File: src/sv/brle_pkg.sv
// ----------------------------------------------------------------------------
// brle_pkg
// Shared types, constants and helpers of the byte-run block encoder: segment
// modes, the command that the front hands to the back, and header forming.
// ----------------------------------------------------------------------------
package brle_pkg;

	// default block length limit in bytes
	localparam int BLOCK_MAX_DEF = 128;

	// encoded bytes packed into one output word
	localparam int OUT_BYTES = 4;
	localparam int FILL_W    = $clog2(OUT_BYTES);

	// segment lengths travel as full header-sized bytes (at most 128)
	localparam int SEG_LEN_W = 8;

	// depth of the command queue between front and back
	localparam int CMDQ_DEPTH = 2;
	localparam int CMDQ_PTR_W = $clog2(CMDQ_DEPTH);

	// header flag for a run segment
	localparam logic [7:0] RUN_FLAG = 8'h80;

	// open segment in the front
	typedef enum logic [1:0] {
		SEG_NONE,
		SEG_SINGLE,
		SEG_RUN,
		SEG_LIT
	} seg_mode_t;

	// phase of the back end while it writes one command
	typedef enum logic [2:0] {
		BK_IDLE,
		BK_P0H,
		BK_P0V,
		BK_LHDR,
		BK_LDAT,
		BK_P1H,
		BK_P1V
	} back_state_t;

	// one command: optional pair, optional literal, optional pair, in that order
	typedef struct packed {
		logic                 pair0_en;
		logic [7:0]           pair0_hdr;
		logic [7:0]           pair0_val;
		logic                 lit_en;
		logic                 lit_bank;
		logic [SEG_LEN_W-1:0] lit_len;
		logic                 pair1_en;
		logic [7:0]           pair1_hdr;
		logic [7:0]           pair1_val;
		logic                 last;
	} cmd_t;

	// segment header: flag bit and length minus one in the low seven bits
	function automatic logic [7:0] hdr_byte(input logic is_run,
			input logic [SEG_LEN_W-1:0] len);
		logic [SEG_LEN_W-1:0] len_m1;
		len_m1 = len - SEG_LEN_W'(1);
		return (is_run ? RUN_FLAG : 8'h00) | {1'b0, len_m1[6:0]};
	endfunction

endpackage

File: src/sv/byte_rle_block_encoder_core.sv
// ----------------------------------------------------------------------------
// byte_rle_block_encoder_core
// Byte-run block encoder: raw bytes in, run and literal segments out, packed
// four encoded bytes to a word.
// ----------------------------------------------------------------------------
// Usage: one raw byte is taken per cycle while full is low. A block closes on
// block_end or after BLOCK_MAX bytes, and its last word carries block_done.
// The front classifies bytes with one byte of lookahead and takes one byte a
// cycle; the back writes one encoded byte a cycle while its output register
// can take a word, so the sustained rate is set by the back. Literal bytes
// sit in a two-bank store; full rises while the two-entry command queue is
// full or the bank the front must write next is still being read out by the
// back. Words leave through a single output register that the next word may
// replace in the cycle it is popped.
// ----------------------------------------------------------------------------
module byte_rle_block_encoder_core #(
	parameter int BLOCK_MAX = brle_pkg::BLOCK_MAX_DEF
) (
	input  logic        clk,
	input  logic        arst_n,
	input  logic [7:0]  data_byte,
	input  logic        block_end,
	input  logic        push,
	output logic        full,
	output logic [31:0] out_word,
	output logic [2:0]  byte_count,
	output logic        block_done,
	output logic        empty,
	input  logic        pop
);
	import brle_pkg::*;

	localparam int IDX_W = $clog2(BLOCK_MAX);

	logic             cq_push, cq_full, cq_pop, cq_empty;
	cmd_t             cq_cmd, cq_head;
	logic             st_we;
	logic [IDX_W:0]   st_waddr;
	logic [7:0]       st_wdata;
	logic             rel_en, rel_bank;

	// classifier and literal writer
	brle_front #(
		.BLOCK_MAX (BLOCK_MAX)
	) u_front (
		.clk       (clk),
		.arst_n    (arst_n),
		.data_byte (data_byte),
		.block_end (block_end),
		.push      (push),
		.full      (full),
		.cq_push   (cq_push),
		.cq_cmd    (cq_cmd),
		.cq_full   (cq_full),
		.st_we     (st_we),
		.st_waddr  (st_waddr),
		.st_wdata  (st_wdata),
		.rel_en    (rel_en),
		.rel_bank  (rel_bank)
	);

	// command queue
	brle_cmdq u_cmdq (
		.clk      (clk),
		.arst_n   (arst_n),
		.cq_push  (cq_push),
		.cq_cmd   (cq_cmd),
		.cq_full  (cq_full),
		.cq_pop   (cq_pop),
		.cq_empty (cq_empty),
		.cq_head  (cq_head)
	);

	// byte writer and word packer
	brle_back #(
		.BLOCK_MAX (BLOCK_MAX)
	) u_back (
		.clk        (clk),
		.arst_n     (arst_n),
		.cq_empty   (cq_empty),
		.cq_head    (cq_head),
		.cq_pop     (cq_pop),
		.st_we      (st_we),
		.st_waddr   (st_waddr),
		.st_wdata   (st_wdata),
		.rel_en     (rel_en),
		.rel_bank   (rel_bank),
		.out_word   (out_word),
		.byte_count (byte_count),
		.block_done (block_done),
		.empty      (empty),
		.pop        (pop)
	);

endmodule

File: src/sv/brle_front.sv
// ----------------------------------------------------------------------------
// brle_front
// Accepts raw bytes, tracks the open segment with one byte of lookahead,
// writes literal bytes into the ping-pong literal store and issues commands.
// ----------------------------------------------------------------------------
module brle_front #(
	parameter int BLOCK_MAX = brle_pkg::BLOCK_MAX_DEF
) (
	input  logic                           clk,
	input  logic                           arst_n,
	input  logic [7:0]                     data_byte,
	input  logic                           block_end,
	input  logic                           push,
	output logic                           full,
	output logic                           cq_push,
	output brle_pkg::cmd_t                 cq_cmd,
	input  logic                           cq_full,
	output logic                           st_we,
	output logic [$clog2(BLOCK_MAX):0]     st_waddr,
	output logic [7:0]                     st_wdata,
	input  logic                           rel_en,
	input  logic                           rel_bank
);
	import brle_pkg::*;

	localparam int IDX_W = $clog2(BLOCK_MAX);
	localparam int LEN_W = $clog2(BLOCK_MAX + 1);

	seg_mode_t         mode_q, mode_mid, mode_d;
	logic [7:0]        held_q, held_mid;
	logic [LEN_W-1:0]  seg_len_q, len_mid;
	logic [IDX_W-1:0]  blk_cnt_q;
	logic              cur_bank_q;
	logic [1:0]        busy_q;
	logic              accept, close, eq, flip;
	logic [IDX_W-1:0]  wr_idx;

	// input handshake: stall on a full queue or a bank still being drained
	assign full   = cq_full || busy_q[cur_bank_q];
	assign accept = push && !full;
	assign eq     = (data_byte == held_q);
	assign close  = block_end || (blk_cnt_q == IDX_W'(BLOCK_MAX - 1));

	// segment mode after this byte, then after a possible block close
	always_comb begin
		mode_mid = mode_q;
		unique case (mode_q)
			SEG_NONE:   mode_mid = SEG_SINGLE;
			SEG_SINGLE: mode_mid = eq ? SEG_RUN : SEG_LIT;
			SEG_RUN:    mode_mid = eq ? SEG_RUN : SEG_SINGLE;
			SEG_LIT:    mode_mid = eq ? SEG_RUN : SEG_LIT;
			default:    mode_mid = SEG_NONE;
		endcase
		mode_d = mode_q;
		if (accept) begin
			mode_d = close ? SEG_NONE : mode_mid;
		end
	end

	// datapath, store writes and command forming
	always_comb begin
		held_mid = held_q;
		len_mid  = seg_len_q;
		st_we    = 1'b0;
		wr_idx   = '0;
		flip     = 1'b0;
		cq_cmd   = '0;
		unique case (mode_q)
			SEG_NONE: begin
				held_mid = data_byte;
				len_mid  = LEN_W'(1);
				st_we    = 1'b1;
			end
			SEG_SINGLE: begin
				len_mid = LEN_W'(2);
				if (!eq) begin
					held_mid = data_byte;
					st_we    = 1'b1;
					wr_idx   = IDX_W'(1);
				end
			end
			SEG_RUN: begin
				if (eq) begin
					len_mid = seg_len_q + LEN_W'(1);
				end else begin
					cq_cmd.pair0_en  = 1'b1;
					cq_cmd.pair0_hdr = hdr_byte(1'b1, SEG_LEN_W'(seg_len_q));
					cq_cmd.pair0_val = held_q;
					held_mid = data_byte;
					len_mid  = LEN_W'(1);
					st_we    = 1'b1;
				end
			end
			SEG_LIT: begin
				if (eq) begin
					// literal ends before the equal pair, the pair opens a run
					cq_cmd.lit_en   = 1'b1;
					cq_cmd.lit_bank = cur_bank_q;
					cq_cmd.lit_len  = SEG_LEN_W'(seg_len_q - LEN_W'(1));
					flip    = 1'b1;
					len_mid = LEN_W'(2);
				end else begin
					held_mid = data_byte;
					len_mid  = seg_len_q + LEN_W'(1);
					st_we    = 1'b1;
					wr_idx   = seg_len_q[IDX_W-1:0];
				end
			end
			default: begin
				held_mid = held_q;
			end
		endcase
		// block close writes out whatever segment is open
		if (close) begin
			cq_cmd.last = 1'b1;
			if (mode_mid == SEG_SINGLE) begin
				cq_cmd.pair1_en  = 1'b1;
				cq_cmd.pair1_hdr = 8'h00;
				cq_cmd.pair1_val = held_mid;
			end else if (mode_mid == SEG_RUN) begin
				cq_cmd.pair1_en  = 1'b1;
				cq_cmd.pair1_hdr = hdr_byte(1'b1, SEG_LEN_W'(len_mid));
				cq_cmd.pair1_val = held_mid;
			end else if (mode_mid == SEG_LIT) begin
				cq_cmd.lit_en   = 1'b1;
				cq_cmd.lit_bank = cur_bank_q;
				cq_cmd.lit_len  = SEG_LEN_W'(len_mid);
				flip = 1'b1;
			end
		end
		st_we = st_we && accept;
	end

	assign st_waddr = {cur_bank_q, wr_idx};
	assign st_wdata = data_byte;
	assign cq_push  = accept &&
		(cq_cmd.pair0_en || cq_cmd.lit_en || cq_cmd.pair1_en);

	// segment state registers
	always_ff @(posedge clk or negedge arst_n) begin
		if (!arst_n) begin
			mode_q     <= SEG_NONE;
			held_q     <= '0;
			seg_len_q  <= '0;
			blk_cnt_q  <= '0;
			cur_bank_q <= 1'b0;
		end else begin
			mode_q <= mode_d;
			if (accept) begin
				if (close) begin
					held_q    <= '0;
					seg_len_q <= '0;
					blk_cnt_q <= '0;
				end else begin
					held_q    <= held_mid;
					seg_len_q <= len_mid;
					blk_cnt_q <= blk_cnt_q + IDX_W'(1);
				end
				if (flip) begin
					cur_bank_q <= !cur_bank_q;
				end
			end
		end
	end

	// bank ownership: set when a literal is issued, cleared once drained
	always_ff @(posedge clk or negedge arst_n) begin
		if (!arst_n) begin
			busy_q <= '0;
		end else begin
			for (int b = 0; b < 2; b++) begin
				if (cq_push && cq_cmd.lit_en && (cur_bank_q == 1'(b))) begin
					busy_q[b] <= 1'b1;
				end else if (rel_en && (rel_bank == 1'(b))) begin
					busy_q[b] <= 1'b0;
				end
			end
		end
	end

	a_no_push_full: assert property (@(posedge clk) disable iff (!arst_n)
		cq_push |-> !cq_full)
		else $error("command pushed into a full queue");

	a_lit_free_bank: assert property (@(posedge clk) disable iff (!arst_n)
		(st_we || (cq_push && cq_cmd.lit_en)) |-> !busy_q[cur_bank_q])
		else $error("literal store bank used while still being drained");

	a_close_pushes: assert property (@(posedge clk) disable iff (!arst_n)
		(accept && close) |-> (cq_push && cq_cmd.last))
		else $error("block close without a closing command");

	a_none_empty: assert property (@(posedge clk) disable iff (!arst_n)
		(mode_q == SEG_NONE) |-> (seg_len_q == '0))
		else $error("segment length set with no open segment");

endmodule

File: src/sv/brle_cmdq.sv
// ----------------------------------------------------------------------------
// brle_cmdq
// Short first-in first-out queue of segment commands between the front and
// the back, so that each side can stall on its own.
// ----------------------------------------------------------------------------
module brle_cmdq (
	input  logic           clk,
	input  logic           arst_n,
	input  logic           cq_push,
	input  brle_pkg::cmd_t cq_cmd,
	output logic           cq_full,
	input  logic           cq_pop,
	output logic           cq_empty,
	output brle_pkg::cmd_t cq_head
);
	import brle_pkg::*;

	cmd_t                  ent_q [CMDQ_DEPTH];
	logic [CMDQ_PTR_W-1:0] wr_ptr_q, rd_ptr_q;
	logic [CMDQ_PTR_W:0]   cnt_q;

	// occupancy flags and head entry
	assign cq_full  = (cnt_q == (CMDQ_PTR_W + 1)'(CMDQ_DEPTH));
	assign cq_empty = (cnt_q == '0);
	assign cq_head  = ent_q[rd_ptr_q];

	// entry storage
	always_ff @(posedge clk) begin
		if (cq_push) begin
			ent_q[wr_ptr_q] <= cq_cmd;
		end
	end

	// pointers and count
	always_ff @(posedge clk or negedge arst_n) begin
		if (!arst_n) begin
			wr_ptr_q <= '0;
			rd_ptr_q <= '0;
			cnt_q    <= '0;
		end else begin
			if (cq_push) begin
				wr_ptr_q <= wr_ptr_q + CMDQ_PTR_W'(1);
			end
			if (cq_pop) begin
				rd_ptr_q <= rd_ptr_q + CMDQ_PTR_W'(1);
			end
			if (cq_push && !cq_pop) begin
				cnt_q <= cnt_q + (CMDQ_PTR_W + 1)'(1);
			end else if (cq_pop && !cq_push) begin
				cnt_q <= cnt_q - (CMDQ_PTR_W + 1)'(1);
			end
		end
	end

	a_no_underflow: assert property (@(posedge clk) disable iff (!arst_n)
		cq_pop |-> !cq_empty)
		else $error("command queue popped while empty");

	a_no_overflow: assert property (@(posedge clk) disable iff (!arst_n)
		cq_push |-> (!cq_full || cq_pop))
		else $error("command queue pushed while full");

	a_count_step: assert property (@(posedge clk) disable iff (!arst_n)
		(cq_push && !cq_pop) |=> (cnt_q == $past(cnt_q) + (CMDQ_PTR_W + 1)'(1)))
		else $error("command queue count did not follow a push");

endmodule

File: src/sv/brle_back.sv
// ----------------------------------------------------------------------------
// brle_back
// Carries out segment commands one encoded byte per cycle unless the output
// stalls: run pairs, literal header and store bytes, packed into words.
// ----------------------------------------------------------------------------
module brle_back #(
	parameter int BLOCK_MAX = brle_pkg::BLOCK_MAX_DEF
) (
	input  logic                       clk,
	input  logic                       arst_n,
	input  logic                       cq_empty,
	input  brle_pkg::cmd_t             cq_head,
	output logic                       cq_pop,
	input  logic                       st_we,
	input  logic [$clog2(BLOCK_MAX):0] st_waddr,
	input  logic [7:0]                 st_wdata,
	output logic                       rel_en,
	output logic                       rel_bank,
	output logic [31:0]                out_word,
	output logic [2:0]                 byte_count,
	output logic                       block_done,
	output logic                       empty,
	input  logic                       pop
);
	import brle_pkg::*;

	localparam int IDX_W = $clog2(BLOCK_MAX);

	logic [7:0]        store_mem [2**(IDX_W + 1)];
	logic [7:0]        rd_q;
	logic [IDX_W-1:0]  rd_idx;

	back_state_t       state_q, state_d;
	cmd_t              cmd_q;
	logic [IDX_W-1:0]  idx_q;
	logic [31:0]       pack_q;
	logic [FILL_W-1:0] fill_q;
	logic [31:0]       out_word_q;
	logic [2:0]        out_cnt_q;
	logic              out_done_q, out_valid_q;

	logic              active, cmd_end, blk_last, idx_end;
	logic              word_out, out_free, adv, out_load;
	logic [7:0]        byte_d;
	logic [31:0]       merged;

	// first phase of a command
	function automatic back_state_t first_phase(input cmd_t c);
		if (c.pair0_en) begin
			return BK_P0H;
		end else if (c.lit_en) begin
			return BK_LHDR;
		end
		return BK_P1H;
	endfunction

	assign idx_end  = ((SEG_LEN_W'(idx_q) + SEG_LEN_W'(1)) == cmd_q.lit_len);
	assign out_free = !out_valid_q || pop;

	// byte of this phase and end of command
	always_comb begin
		active  = 1'b1;
		cmd_end = 1'b0;
		byte_d  = 8'h00;
		unique case (state_q)
			BK_IDLE: active = 1'b0;
			BK_P0H:  byte_d = cmd_q.pair0_hdr;
			BK_P0V: begin
				byte_d  = cmd_q.pair0_val;
				cmd_end = !cmd_q.lit_en && !cmd_q.pair1_en;
			end
			BK_LHDR: byte_d = hdr_byte(1'b0, cmd_q.lit_len);
			BK_LDAT: begin
				byte_d  = rd_q;
				cmd_end = idx_end && !cmd_q.pair1_en;
			end
			BK_P1H:  byte_d = cmd_q.pair1_hdr;
			BK_P1V: begin
				byte_d  = cmd_q.pair1_val;
				cmd_end = 1'b1;
			end
			default: active = 1'b0;
		endcase
		blk_last = cmd_end && cmd_q.last;
		word_out = (fill_q == FILL_W'(OUT_BYTES - 1)) || blk_last;
		adv      = active && (!word_out || out_free);
		out_load = adv && word_out;
		cq_pop   = !cq_empty && (!active || (adv && cmd_end));
		rel_en   = adv && (state_q == BK_LDAT) && idx_end;
		rel_bank = cmd_q.lit_bank;
	end

	// phase sequencing
	always_comb begin
		state_d = state_q;
		unique case (state_q)
			BK_IDLE: begin
				if (!cq_empty) begin
					state_d = first_phase(cq_head);
				end
			end
			default: begin
				if (adv && cmd_end) begin
					state_d = cq_empty ? BK_IDLE : first_phase(cq_head);
				end else if (adv) begin
					unique case (state_q)
						BK_P0H:  state_d = BK_P0V;
						BK_P0V:  state_d = cmd_q.lit_en ? BK_LHDR : BK_P1H;
						BK_LHDR: state_d = BK_LDAT;
						BK_LDAT: state_d = idx_end ? BK_P1H : BK_LDAT;
						BK_P1H:  state_d = BK_P1V;
						default: state_d = BK_IDLE;
					endcase
				end
			end
		endcase
	end

	// literal store: written by the front, read one byte ahead here
	always_comb begin
		rd_idx = '0;
		if (state_q == BK_LDAT) begin
			rd_idx = adv ? (idx_q + IDX_W'(1)) : idx_q;
		end
	end

	always_ff @(posedge clk) begin
		if (st_we) begin
			store_mem[st_waddr] <= st_wdata;
		end
		rd_q <= store_mem[{cmd_q.lit_bank, rd_idx}];
	end

	// command register and literal index
	always_ff @(posedge clk) begin
		if (cq_pop) begin
			cmd_q <= cq_head;
		end
		if (adv && (state_q == BK_LHDR)) begin
			idx_q <= '0;
		end else if (adv && (state_q == BK_LDAT)) begin
			idx_q <= idx_q + IDX_W'(1);
		end
	end

	assign merged = pack_q | (32'(byte_d) << {fill_q, 3'b000});

	// phase register, word packer and output register
	always_ff @(posedge clk or negedge arst_n) begin
		if (!arst_n) begin
			state_q     <= BK_IDLE;
			pack_q      <= '0;
			fill_q      <= '0;
			out_valid_q <= 1'b0;
			out_word_q  <= '0;
			out_cnt_q   <= '0;
			out_done_q  <= 1'b0;
		end else begin
			state_q <= state_d;
			if (out_load) begin
				out_word_q  <= merged;
				out_cnt_q   <= 3'(fill_q) + 3'd1;
				out_done_q  <= blk_last;
				out_valid_q <= 1'b1;
				pack_q      <= '0;
				fill_q      <= '0;
			end else begin
				if (pop) begin
					out_valid_q <= 1'b0;
				end
				if (adv) begin
					pack_q <= merged;
					fill_q <= fill_q + FILL_W'(1);
				end
			end
		end
	end

	assign out_word   = out_word_q;
	assign byte_count = out_cnt_q;
	assign block_done = out_done_q;
	assign empty      = !out_valid_q;

	a_count_range: assert property (@(posedge clk) disable iff (!arst_n)
		out_valid_q |-> ((out_cnt_q != 3'd0) && (out_cnt_q <= 3'(OUT_BYTES))))
		else $error("output word byte count out of range");

	a_done_flushes: assert property (@(posedge clk) disable iff (!arst_n)
		(out_load && blk_last) |=> (fill_q == '0))
		else $error("packer not empty after the last word of a block");

	a_lit_phase: assert property (@(posedge clk) disable iff (!arst_n)
		((state_q == BK_LHDR) || (state_q == BK_LDAT)) |-> cmd_q.lit_en)
		else $error("literal phase for a command without a literal");

	a_short_only_done: assert property (@(posedge clk) disable iff (!arst_n)
		(out_valid_q && (out_cnt_q != 3'(OUT_BYTES))) |-> out_done_q)
		else $error("partial word without block end");

endmodule

File: config.mk
export PLATFORM = sky130hd
export DESIGN_NAME = byte_rle_block_encoder_core
export DESIGN_NICKNAME = d
export VERILOG_FILES = /design/src/sv/brle_pkg.sv /design/src/sv/byte_rle_block_encoder_core.sv /design/src/sv/brle_front.sv /design/src/sv/brle_cmdq.sv /design/src/sv/brle_back.sv
export SDC_FILE = /design/constraint.sdc
export NUM_CORES = 2
export LEC_CHECK = 0
export BUFFER_PORTS_ARGS = -buffer_cell sky130_fd_sc_hd__buf_2
export CAP_MARGIN = 20
export CORE_UTILIZATION = 55
export CTS_CLUSTER_SIZE = 24
export DETAILED_ROUTE_END_ITERATION = 7
export HOLD_SLACK_MARGIN = 0.12
export PLACE_DENSITY_LB_ADDON = 0.05
export SLEW_MARGIN = 20
export SYNTH_ARGS = -nofsm -noshare
export SYNTH_HDL_FRONTEND = slang
export SYNTH_HIERARCHICAL = 1
export SYNTH_SLANG_ARGS = --single-unit
File: constraint.sdc
create_clock -name clk -period 7.53 [get_ports clk]
set_clock_uncertainty 0.15 [all_clocks]
set_input_delay 0 -clock clk [delete_from_list [all_inputs] [get_ports clk]]
set_output_delay 0 -clock clk [all_outputs]
set_load 0.02 [all_outputs]
# After elaboration in Yosys (flattened, before gate mapping)

Memories as Yosys holds them, arrays and structs flattened. A register that Yosys moved wholly into a read port is not among the register bits.
Index checks and enable logic that the tools add are counted.

Register bits after elaboration: 157
RAM bits: 2138
Input bits: 13
Memories: 2

Memory list:

| memory           | depth | width | read ports | clocked after Yosys merged registers in | write ports | line            | text |
|---|---|---|---|---|---|---|---|
| u_back.store_mem | 256   | 8     | 1          | 1                                       | 1           | brle_back.sv:29 | `logic [7:0] store_mem [2**(IDX_W + 1)];` |
| u_cmdq.ent_q     | 2     | 45    | 1          | 0                                       | 1           | brle_cmdq.sv:18 | `cmd_t ent_q [CMDQ_DEPTH];` |

$add $sub $neg: 13
$lt $le $gt $ge: 1
Equality and inequality tests: 18
Shifts and indexed selects: 1
Mux-type cells: 74
Bitwise operators: 3
Reductions and logical operators: 52

Operators by type and width:

| kind                                              | number |
|---|---|
| two-way mux 17 bit                                | 4 |
| two-way mux 32 bit                                | 2 |
| two-way mux 10 bit                                | 5 |
| case mux 8 bit (6 select lines)                   | 1 |
| two-way mux 8 bit                                 | 5 |
| OR 32 bit                                         | 1 |
| case mux 8 bit (4 select lines)                   | 1 |
| << shifter 8 x 5 -> 32 bit                        | 1 |
| two-way mux 3 bit                                 | 10 |
| two-way mux 1 bit                                 | 29 |
| two-way mux 28 bit                                | 1 |
| two-way mux 7 bit                                 | 4 |
| logical AND 1 bit                                 | 20 |
| == test 8 bit                                     | 2 |
| case mux 8 bit (2 select lines)                   | 1 |
| case mux 3 bit (5 select lines)                   | 1 |
| adder 7 x 1 -> 7 bit (second input constant)      | 2 |
| case mux 7 bit (2 select lines)                   | 1 |
| subtractor 7 x 1 -> 7 bit (second input constant) | 2 |
| == test 2 bit (second input constant)             | 6 |
| two-way mux 2 bit                                 | 6 |
| logical NOT 1 bit                                 | 10 |
| nonzero test 2 bit                                | 5 |
| == test 3 bit (second input constant)             | 3 |
| other kinds (25)                                  | 39 |

# Logic depth before layout (Yosys ltp)

Depth after elaboration: 16
Mapped depth: 20
Depth with buffers taken out: 16

# By module

Netlist, hierarchy kept.

By module, submodules not included:

| module     | times used | cells an instance | area an instance (µm²) |
|---|---|---|---|
| brle_back  | 1          | 6285              | 88454.8 |
| brle_cmdq  | 1          | 156               | 3633.5 |
| brle_front | 1          | 305               | 2388.5 |

# Worst setup path before layout

OpenSTA, ideal clock, no wires.

Kind: reg-to-reg
Start point: reg u_back.state_q[1]
End point: reg u_cmdq.cnt_q[1]
Setup time: 0.079 ns
Data arrival time: 5.684 ns
Required time: 7.301 ns
Path slack: 1.616 ns
Cell stages (with the launch flop): 17
Buffers on the path: 1
Clock period less this slack: 5.914 ns
Cells stage by stage: dfrtp_1 > or3b_1 > buf_4 > nor3_2 > o211ai_1 > or2_1 > or2_2 > a211o_1 > a21oi_1 > and2_1 > inv_1 > a21oi_1 > inv_1 > ha_1 > xor2_1 > nor2_1 > xor2_1

Longest elaborated chain between the ends: 13
Elaborated cells on any way between the ends: 23

RTL lines:

| item                                                    | line                              | text |
|---|---|---|
| start, declared                                         | brle_back.sv:33                   | `back_state_t state_q, state_d;` |
| start signal, assigned                                  | brle_back.sv:159                  | `state_q <= state_d;` |
| == test 3 bit or == test 3 x 2 -> 1 bit (tied branches) | brle_back.sv:65                   | `unique case (state_q)` |
| case mux 1 bit (3 select lines)                         | brle_back.sv:65                   |  |
| logical AND 1 bit                                       | brle_back.sv:84                   | `blk_last = cmd_end && cmd_q.last;` |
| logical OR 1 bit                                        | brle_back.sv:85                   | `word_out = (fill_q == FILL_W'(OUT_BYTES - 1)) \|\| blk_last;` |
| logical NOT 1 bit                                       | brle_back.sv:86                   | `adv = active && (!word_out \|\| out_free);` |
| logical OR 1 bit                                        | brle_back.sv:86                   |  |
| logical AND 1 bit                                       | brle_back.sv:86                   |  |
| logical AND 1 bit                                       | brle_back.sv:88                   | `cq_pop = !cq_empty && (!active \|\| (adv && cmd_end));` |
| logical OR 1 bit *                                      | brle_back.sv:88                   |  |
| logical AND 1 bit *                                     | brle_back.sv:88                   |  |
| via cq_pop                                              | byte_rle_block_encoder_core.sv:35 | `logic cq_push, cq_full, cq_pop, cq_empty;` |
| logical NOT 1 bit                                       | brle_cmdq.sv:47                   | `if (cq_push && !cq_pop) begin` |
| logical AND 1 bit                                       | brle_cmdq.sv:47                   |  |
| two-way mux 2 bit or nonzero test 2 bit (tied branches) | -                                 |  |
| end signal, assigned                                    | brle_cmdq.sv:48                   | `cnt_q <= cnt_q + (CMDQ_PTR_W + 1)'(1);` |
| end signal, assigned                                    | brle_cmdq.sv:50                   | `cnt_q <= cnt_q - (CMDQ_PTR_W + 1)'(1);` |
| end, declared                                           | brle_cmdq.sv:20                   | `logic [CMDQ_PTR_W:0] cnt_q;` |

The timed path passes the listed nets; every way through them passes the cells marked *.
A chain may end at the register's enable or synchronous reset.

# Worst setup path after layout

Start point: reg u_back.idx_q[0]
End point: reg u_back.rd_q[1] (read register of u_back.store_mem)

Longest elaborated chain between the ends: 11
Elaborated cells on any way between the ends: 12

RTL lines:

| item                            | line             | text |
|---|---|---|
| start, declared                 | brle_back.sv:35  | `logic [IDX_W-1:0] idx_q;` |
| start signal, assigned          | brle_back.sv:142 | `idx_q <= idx_q + IDX_W'(1);` |
| adder 7 x 1 -> 8 bit            | brle_back.sv:57  | `assign idx_end = ((SEG_LEN_W'(idx_q) + SEG_LEN_W'(1)) == cmd_q.lit_len);` |
| == test 8 bit                   | brle_back.sv:57  |  |
| logical AND 1 bit               | brle_back.sv:75  | `cmd_end = idx_end && !cmd_q.pair1_en;` |
| case mux 1 bit (3 select lines) | brle_back.sv:65  |  |
| logical AND 1 bit               | brle_back.sv:84  |  |
| logical OR 1 bit                | brle_back.sv:85  |  |
| logical NOT 1 bit               | brle_back.sv:86  |  |
| logical OR 1 bit                | brle_back.sv:86  |  |
| logical AND 1 bit               | brle_back.sv:86  |  |
| two-way mux 7 bit *             | brle_back.sv:123 | `rd_idx = adv ? (idx_q + IDX_W'(1)) : idx_q;` |
| two-way mux 7 bit *             | brle_back.sv:122 | `if (state_q == BK_LDAT) begin` |
| end, declared                   | brle_back.sv:30  | `logic [7:0] rd_q;` |

Mark *: on every way between the ends. The rest lies on a longest branch, timed or not.

==> flow_summary.toml <==
[outcome]
status = "completed"

[timing]
fin_crit_sh = 0.892
finalSetupViolations = 0
tightest_slew_ns = 1.40
rsz0062_at_grt = "false"
fmax_ghz = 0.149
setup_tns_ns = 0
hold_viol = 0
finalCriticalPeriod_ns = 6.72
slew_headroom = 0.0608
drv_slew = 0

[finish]
nets = 6772
drive_gt1_frac = 0.103
final_cells = 9171
nFillCells = 12900
syn2layout_area_growth_pct = 10.6

[grt]
grt_pass1_wl_um = 421000
grt_pass1_vias = 56600
grt_max_degree = 196
track_usage = 0.341
antenna_found_initial = 14
grt_overflow = 0

[cts]
clock-sinks = 2303
cts_tree = "done"
post_cts_buffers = 0
cts_max_level = 4
cts_buffer_depth = 3
cts_root_buf = "clkbuf_16"
insertion_delay_ns = 0.89
clk_pin_slew_ns = 0.06
cts_inserted_buffers = 229

[routing]
drc = 0
firstDrtPassIters = 7
avgViaCountPerCell = 6.68
ant_nets = 0
drtIter0Drc = 9068
via_count = 61300
avgRoutedWirePerCell_um = 32.6
drt_wl_total_um = 299000

[power_and_ir_drop]
irDropWorstVdd_mv = 0.263
power_leakage_uw = 0.0356
p_per_area_nw_per_um2 = 336
p_total_uw = 35100

[logic_synthesis]
ys_types = 106
synth_ff_type = "edfxtp_1"
ys_seq_area_frac = 0.725
syn-num-nets = 6766
ys_ff_latch = 2303
netlist_area_um2 = 94500
avgSynthCellArea_um2 = 14.0
yosys_warnings = 6
synth-edff-count = 2182
synthCells = 6746
synth-async-reset-ratio = 0.0460

[die]
core_um2 = 170000
rows = 151
die_w_um = 416
pin_count = 51
start_util = 0.556
die_h_um = 416
die-area_um2 = 173000

[placement]
place.gp.congestion = 0.970
dp_cells = 8717
hpwlAfterDp_um = 177000
io_buffers = 50

[flow_run]
drv_cap = 0

[critical_path]
path_class = "register to register"
critPathMaxFanout = 52
crit_path_end_kind = "register"
crit_required_ns = 8.16
startpoint_type = "register"
worstPathArrival_ns = 7.35

[worst_hold_path]
hold_path.class = "primary input to register"
## state kept, by name (all words and copies together), names as in the netlist, 8 cells and up
register,count
u_front/seg_len_q,8
u_back/cmd_q,43
u_back/pack_q,32
u_back/store_mem,2048
u_back/rd_q,8
u_back/out_word,32
u_cmdq/ent_q,90
u_front/held_q,8
## path summary, 6_finish.rpt
path	startpoint	end	slack, ns	cells past startpoint
worst max-delay path	u_back/idx_q[0]	u_back/rd_q[1]	0.81	15
worst min-delay path	data_byte[3]	u_front/held_q[3]	0.15	3
worst max register to register	u_back/idx_q[0]	u_back/rd_q[1]	0.81	15
worst min register to register	u_back/byte_count[2]	u_back/byte_count[2]	0.33	2
max in group asynchronous	arst_n	u_cmdq/rd_ptr_q	5.81	5
min in group asynchronous	arst_n	u_back/pack_q[11]	0.66	5
## cell type report
class | instances | area, um2 | area share
Antenna cell | 8 | 20.0 | 0.000192
Clock buffer | 294 | 6040 | 0.0578
Clock inverter | 130 | 1200 | 0.0115
Inverter | 26 | 97.6 | 0.000934
Multi-Input combinational cell | 3930 | 23500 | 0.225
Sequential cell | 2303 | 68500 | 0.655
Tap cell | 2218 | 2780 | 0.0265
Timing Repair Buffer | 262 | 2380 | 0.0228
## where the power goes
| part | switching, uW | total, uW | internal (uW) |
|---|---|---|---|
| combinational | 6400 | 8950 | 2550 |
| sequential | 445 | 15000 | 14600 |
| clock | 4840 | 11100 | 6290 |
| total | 11700 | 35100 | 23400 |
## synthesized netlist by cell type (56+ instances only)
cell	number	area, um2
edfxtp_1	2182	65500
nand2_1	1186	4450
nand3_1	407	2040
nor2_1	405	1520
mux2i_1	330	3300
a21oi_1	278	1390
buf_2	185	926
clkbuf_1	160	601
a31oi_1	110	688
a211oi_1	108	811
dfrtp_1	106	2650
buf_4	91	683
o21ai_0	79	395
a311oi_1	68	596
mux2_2	65	732
a32oi_1	57	499
nor3_1	56	280
o22ai_1	56	350
## metal layers
metal  GRT usage  share of wire
met1       0.499           0.40
met2       0.494           0.44
met3      0.0864           0.12
met4       0.124          0.038
met5           0        0.00015
## metrics by stage
| stage | util | area [um2] | worst slack [ns] | hold WS (ns) |
|---|---|---|---|---|
| 2_1_floorplan | - | 94500 | 1.62 | -0.446 |
| 3_3_place_gp | 0.570 | 97000 | 0.771 | -0.0501 |
| 3_5_place_dp | 0.570 | 97000 | 0.831 | -0.0385 |
| 4_1_cts | 0.614 | 104000 | 0.851 | 0.170 |
| 5_1_grt | 0.615 | 105000 | 0.633 | 0.172 |
| 6_report | 0.615 | 105000 | 0.814 | 0.148 |
## timing repair
action,4_1_cts,5_1_grt
hold buffers,21,0
endpoints found under the setup margin,0,0
endpoints found under the hold margin,1193,0
gates resized for setup,0,0
## kinds of logic (layout without fill, tap and decap cells)
logic type      Yosys count  in the layout  share of synthesized area
compound gates         1159           1159                     0.0869
xor+xnor                 44             44                    0.00408
fa+ha+maj                 8              8                    0.00103
buf+inv                 513            712                     0.0288
flops                  2303           2303                      0.725
mux                     437            437                     0.0493
other cells               0              8                          0
simple gates           2282           2282                      0.105
## worst max-delay path: stages (launching register included)
cell and delay, ns:
dfxtp_1 0.62, ha_1 0.37, nand3_1 0.31, o21ai_1 0.26, o41ai_2 0.15, nor4_4 0.68, o31ai_4 0.19, nand2_8 0.57
buf_4 0.38, mux2_2 0.36, a221oi_1 0.59, a21boi_0 0.43, a2111oi_1 0.11, buf_4 0.22, nor4_1 0.95, and4bb_1 0.26
## layout by cell type, fill, tap and decap left out, types with 40 or more instances in the layout
cell | Yosys | layout
a22oi_1 | 42 | 42
a221oi_1 | 48 | 48
mux2_4 | 39 | 40
a2111oi_0 | 48 | 40
a211oi_1 | 108 | 107
nand3_1 | 407 | 404
edfxtp_1 | 2182 | 2182
mux2_2 | 65 | 64
buf_2 | 185 | 41
o22ai_1 | 56 | 56
nor2_1 | 405 | 399
nor3_1 | 56 | 54
nand4_1 | 40 | 40
clkbuf_16 | 0 | 232
nand2_1 | 1186 | 1186
o21ai_0 | 79 | 79
clkinv_1 | 0 | 65
a311oi_1 | 68 | 67
a31oi_1 | 110 | 110
clkbuf_1 | 160 | 62
a21oi_1 | 278 | 275
mux2i_1 | 330 | 328
a32oi_1 | 57 | 57
buf_4 | 91 | 161
dfrtp_1 | 106 | 105
o31a_1 | 55 | 55
No activity file was read; power rests on OpenSTA's default activity.
